## src/sv/sflg_pkg.sv

```systemverilog
// Shared types and constants for the sparse facility-location gain block.
`timescale 1ns / 1ps
`default_nettype none

package sflg_pkg;

	localparam int OPCODE_W = 2;
	localparam int INDEX_W  = 10;
	localparam int WEIGHT_W = 16;
	localparam int ROW_W    = 22;
	localparam int TOTAL_W  = 26;

	localparam int NUM_POINTS_DEF  = 1024;
	localparam int WEIGHT_BITS_DEF = 16;

	typedef enum logic [OPCODE_W-1:0] {
		OP_GAIN  = 2'd0,
		OP_ADD   = 2'd1,
		OP_CLEAR = 2'd2,
		OP_NOP   = 2'd3
	} op_t;

	typedef enum logic [1:0] {
		ST_CLEAR = 2'd0,
		ST_IDLE  = 2'd1,
		ST_EXEC  = 2'd2
	} state_t;

	// controller -> datapath
	typedef struct packed {
		logic accept;    // capture input word, read table
		logic exec;      // update state, load result register
		logic clr_step;  // write one zero entry of the sweep
	} ctrl_cmd_t;

	// datapath -> controller
	typedef struct packed {
		logic clr_last;  // sweep is at the final entry
		logic out_free;  // result register can take a word this cycle
		logic op_clear;  // captured word is a clear
	} ctrl_sts_t;

endpackage

`default_nettype wire

```

## src/sv/sflg_ctrl.sv

```systemverilog
// Controller state machine: clear sweep, word accept and update sequencing.
`timescale 1ns / 1ps
`default_nettype none

module sflg_ctrl (
	input  wire logic                clk,
	input  wire logic                arst_n,
	input  wire logic                item_valid,
	output logic                     item_ready,
	input  wire sflg_pkg::ctrl_sts_t sts,
	output sflg_pkg::ctrl_cmd_t      cmd
);

	sflg_pkg::state_t state_q, state_nxt;

	always_ff @(posedge clk or negedge arst_n) begin
		if (!arst_n) begin
			state_q <= sflg_pkg::ST_CLEAR;
		end else begin
			state_q <= state_nxt;
		end
	end

	always_comb begin
		state_nxt  = state_q;
		cmd        = '0;
		item_ready = 1'b0;
		case (state_q)
			sflg_pkg::ST_CLEAR: begin
				cmd.clr_step = 1'b1;
				if (sts.clr_last) begin
					state_nxt = sflg_pkg::ST_IDLE;
				end
			end
			sflg_pkg::ST_IDLE: begin
				item_ready = 1'b1;
				cmd.accept = item_valid;
				if (item_valid) begin
					state_nxt = sflg_pkg::ST_EXEC;
				end
			end
			sflg_pkg::ST_EXEC: begin
				if (sts.out_free) begin
					cmd.exec  = 1'b1;
					state_nxt = sts.op_clear ? sflg_pkg::ST_CLEAR : sflg_pkg::ST_IDLE;
				end
			end
			default: begin
				state_nxt = sflg_pkg::ST_CLEAR;
			end
		endcase
	end

endmodule

`default_nettype wire

```

## config.mk

```make
export PLATFORM = sky130hd
export DESIGN_NAME = sflg_ctrl
export DESIGN_NICKNAME = d
export VERILOG_FILES = /design/src/sv/sflg_pkg.sv /design/src/sv/sflg_ctrl.sv
export SDC_FILE = /design/constraint.sdc
export NUM_CORES = 1
export LEC_CHECK = 0
export BUFFER_PORTS_ARGS = -buffer_cell sky130_fd_sc_hd__buf_2
export CAP_MARGIN = 0
export CORE_AREA = 5 5 42 44
export CTS_BUF_LIST = sky130_fd_sc_hd__clkbuf_4
export CTS_CLUSTER_DIAMETER = 120
export DETAILED_ROUTE_END_ITERATION = 8
export DIE_AREA = 0 0 47 49
export SLEW_MARGIN = 20
export SYNTH_ARGS = -nofsm -noshare
export SYNTH_HDL_FRONTEND = slang
export SYNTH_SLANG_ARGS = --single-unit
export TNS_END_PERCENT = 50
```

## constraint.sdc

```tcl
create_clock -name clk -period 0.95 [get_ports clk]
set_clock_uncertainty 0.1 [all_clocks]
set_input_delay 0.285 -clock clk [delete_from_list [all_inputs] [get_ports clk]]
set_output_delay 0.285 -clock clk [all_outputs]
set_load 0.005 [all_outputs]
```

* Word level (Yosys, flattened, before mapping)
Cells that the tools add are included.
Cells by class: eq/ne operators 5, muxes and demuxes 10, reductions and logical operators 2
Operators with widths (count):
- $mux W1 | 6
- $mux W2 | 3
- $ne A2 B2 Y1 const B | 3
- $pmux W2 S3 | 1
- $reduce_and A3 Y1 | 1
- $eq A2 B1 Y1 const B | 1
- $eq A2 B2 Y1 const B | 1
- $logic_not A2 Y1 | 1
Storage, ports and cells: bits in registers 2, input port bits 6, output and inout bits 4, word-level logic and storage cells 18

* Depth between registers and ports, before layout
word-level depth 3, depth in mapped cells 3, gate-level depth less buffers 3

* Worst setup path before layout
OpenSTA, ideal clock, no wires.
path type register to output, start reg state_q[0], end out cmd[2] in the netlist's numbering, data arrival time 0.688 ns, required time 0.565 ns, path slack -0.123 ns, cell stages (with the launch flop) 3, buffers on the path 0, path through dfrtp_1 > nor2b_4 > and2_4
RTL lines:
- start, declared | RTL line sflg_ctrl.sv:14 | sflg_pkg::state_t state_q, state_nxt;
- start signal, assigned | RTL line sflg_ctrl.sv:18 | state_q <= sflg_pkg::ST_CLEAR;
- start signal, assigned | RTL line sflg_ctrl.sv:20 | state_q <= state_nxt;
- end, declared | RTL line sflg_ctrl.sv:11 | output sflg_pkg::ctrl_cmd_t cmd

==> metrics.csv <==
stage,metric,value,unit
sta,Worst-Margin Slew,119,ps
clock_tree,clock transition at the registers of the reported paths,30,ps
sta,min cycle time layout,1380,ps
clock_tree,largest buffer count on any clock path,2,
setup_path,Worst Path Required,560,ps
placed_design,DP HPWL,272,µm
power_and_ir_drop,Net Sw Power,0.236,mW
power_and_ir_drop,Leak Pwr,0.171,nW
synth,"area leader, netlist",dfrtp_1,
placed_design,IO buf count,9,
global_routing,GR Overflow Total,0,
synth,Simple-Gate Fraction of Synth Area,32.3,%
route,antenna-violating nets left,0,
power_and_ir_drop,Pwr per Cell Area,2800,nW/µm²
sta,"Hold Violations, Final",0,
floorplanning,cell row count,14,
placed_design,area post-placement,196,µm²
global_routing,initial antenna violation count,0,
synth,Compound-Gate Fraction of Synth Area,13.1,%
cells_and_area,Fill cells,162,
synth,Yosys top cell area share,40.4,%
clock_tree,worst skew pair latency,220,ps
sta,final period utilization,145,%
synth,Netlist cell types,9,
sta,final setup fails,6,
sta,RSZ-0062 raised after global routing,true,
synth,multiplexer share of the synthesized area,8.08,%
route,DR WL/cell,8.67,µm
setup_path,reg2reg setup slack,-300,ps
power_and_ir_drop,Logic pwr share,58.2,%
synth,sequential area share after synthesis,40.4,%
hold_path,hold path depth,3,
sta,setup ws final,-430,ps
cells_and_area,"commonest non-fill, non-tap cells in the layout","6 x buf_2, 5 x buf_6, 5 x buf_4",
cells_and_area,top flop regs,state_q (2),
route,DRC Markers,0,
floorplanning,Die Area,2300,µm²
power_and_ir_drop,Seq pwr share,20.3,%
status,failing checks,setup timing,
sta,Hold Slack,229,ps
clock_tree,H-tree levels,1,
power_and_ir_drop,Peak VDD IR,0.000452,V
status,status,"complete, but fails checks",
setup_path,arrival time at the worst endpoint,1000,ps
setup_path,Setup CP Type,reg2out,
sta,fmax,725,MHz
route,drt first pass iters,2,
global_routing,global-route wire length before repair,607,µm
placed_design,pre-CTS setup slack,-223,ps
cells_and_area,fin cells,48,
sta,final setup TNS,-2070,ps
hold_path,hold crit path type,in2reg,
placed_design,GPL Wtd Cong,0.742,
setup_path,CP max FO,4,
floorplanning,IO Pins,10,
cells_and_area,Layout area overhead,145,%
clock_tree,CTS buffer count,3,
setup_path,worst reg-to-reg path cell count,5,
setup_path,R2R Path Start,state_q[0]$_DFFE_PN0P_,
synth,Synthesized Nets,18,
power_and_ir_drop,sw frac,27.7,%
cells_and_area,share of cells above drive strength 1,75.0,%
synth,Synth warnings,0,
setup_path,Critical Path Source Type,flip-flop,
synth,xor and xnor area share after synthesis,0,%
power_and_ir_drop,clock share of power,21.5,%
floorplanning,CORE AREA,1400,µm²
clock_tree,CTS Root Cell,clkbuf_4,
synth,"Avg Cell Area, Syn",10.3,µm²
synth,synth top area cells,"dfrtp_1 40%, nor2b_4 11%, and3b_2 8.1%",
cells_and_area,NumNets Final,40,
setup_path,crit end category,primary output,
synth,Synth Register Bits,2,
global_routing,largest net degree at the start of global routing,6,
synth,adder-cell share of the synthesized area,0,%
power_and_ir_drop,Final Power,0.852,mW
sta,Final Max Tran Viols,0,
hold_path,hold path start,sts[0],
setup_path,reg-to-reg critical path endpoint,state_q[1]$_DFFE_PN0P_,
synth,largest family of logic cells by synthesized area,simple AND/OR/NAND/NOR gates,
hold_path,worst-case hold path end point,state_q[0]$_DFFE_PN0P_,
cells_and_area,# diodes,0,
synth,mapped cell area,124,µm²
floorplanning,Starting Density,8.84,%
power_and_ir_drop,Internal Power,0.616,mW
placed_design,Placed Cells,38,
cells_and_area,Final Instance Area,304,µm²
floorplanning,die height,49,µm
clock_tree,TritonCTS clock tree,yes,
floorplanning,Die X,47,µm
route,via count,165,
clock_tree,clk sinks,2,
route,final WL,416,µm
route,number of vias per cell,3.44,
synth,Gate Count Post-Synth,12,
global_routing,via count of the first global-routing pass,161,
cells_and_area,Largest Register,state_q,
global_routing,GRT Overall Usage,4.16,%
cells_and_area,max reg flops,2,
cells_and_area,Final Util,21.7,%
route,starting DRC count in detailed routing,1,
sta,Rel. slew slack,91.9,%
flow_run,Max Cap Viol,0,
cells_and_area,"most common cell after layout, fill and taps aside",buf_2,
## synthesized netlist by cell type, drive strengths merged
library cell and n:
inv 2, mux2i 1, o2bb2ai 1, dfrtp 2
a21o 1, and3b 1, nor2b 1, and2 1
nor2 2
## cells by family after synthesis
| kind of cell | Yosys count |
|---|---|
| buffers and inverters | 2 |
| flip-flops | 2 |
| AO/OA/AOI/OAI | 2 |
| multiplexers | 1 |
| AND/OR/NAND/NOR | 5 |
## worst max path at each step
stage                                      start  endpoint  depth (start not counted)
after floorplan           state_q[0]$_DFFE_PN0P_    cmd[2]                          2
after global placement    state_q[1]$_DFFE_PN0P_    cmd[1]                          2
after detailed placement  state_q[1]$_DFFE_PN0P_    cmd[2]                          3
after CTS                 state_q[1]$_DFFE_PN0P_    cmd[2]                          3
after global routing      state_q[0]$_DFFE_PN0P_    cmd[2]                          3
final                     state_q[1]$_DFFE_PN0P_    cmd[2]                          3
## repair_timing
item	CTS	global route
setup buffers	3	3
endpoints found under the setup margin	6	6
hold endpoints to repair	2	0
gates resized for setup	3	4
hold buffers	1	0
pin swaps	3	1
## layer usage
layer / share of wire, % / vias to the layer above / track usage [%]
met5: 0 / - / 0
met4: 0 / 0 / 4.15
met3: 16 / 0 / 4.43
met2: 48 / 9 / 4.75
met1: 35 / 76 / 3.74
li1: - / 80 / -
## final cells by class
class	count	area [µm²]	share of cell area (%)
Timing Repair Buffer	17	134	44.0
Multi-Input combinational cell	8	68.8	22.6
Sequential cell	2	51.3	16.9
Clock buffer	3	22.5	7.41
Tap cell	16	20.0	6.58
Inverter	2	7.51	2.47
## power by group through the flow
stage / clock network (mW) / logic, mW / registers, mW
floorplan: 0 / 0.138 / 0.170
global placement: 0 / 0.268 / 0.165
detailed placement: 0 / 0.269 / 0.166
CTS: 0.200 / 0.392 / 0.169
global route: 0.208 / 0.539 / 0.181
finish: 0.184 / 0.496 / 0.173
## critical path, cell delays in order, from the launching register on
cell     delay, ps
dfrtp_2        430
nor2b_4        120
and2_4         140
buf_6           80
Power figures use the tool's default switching activity.
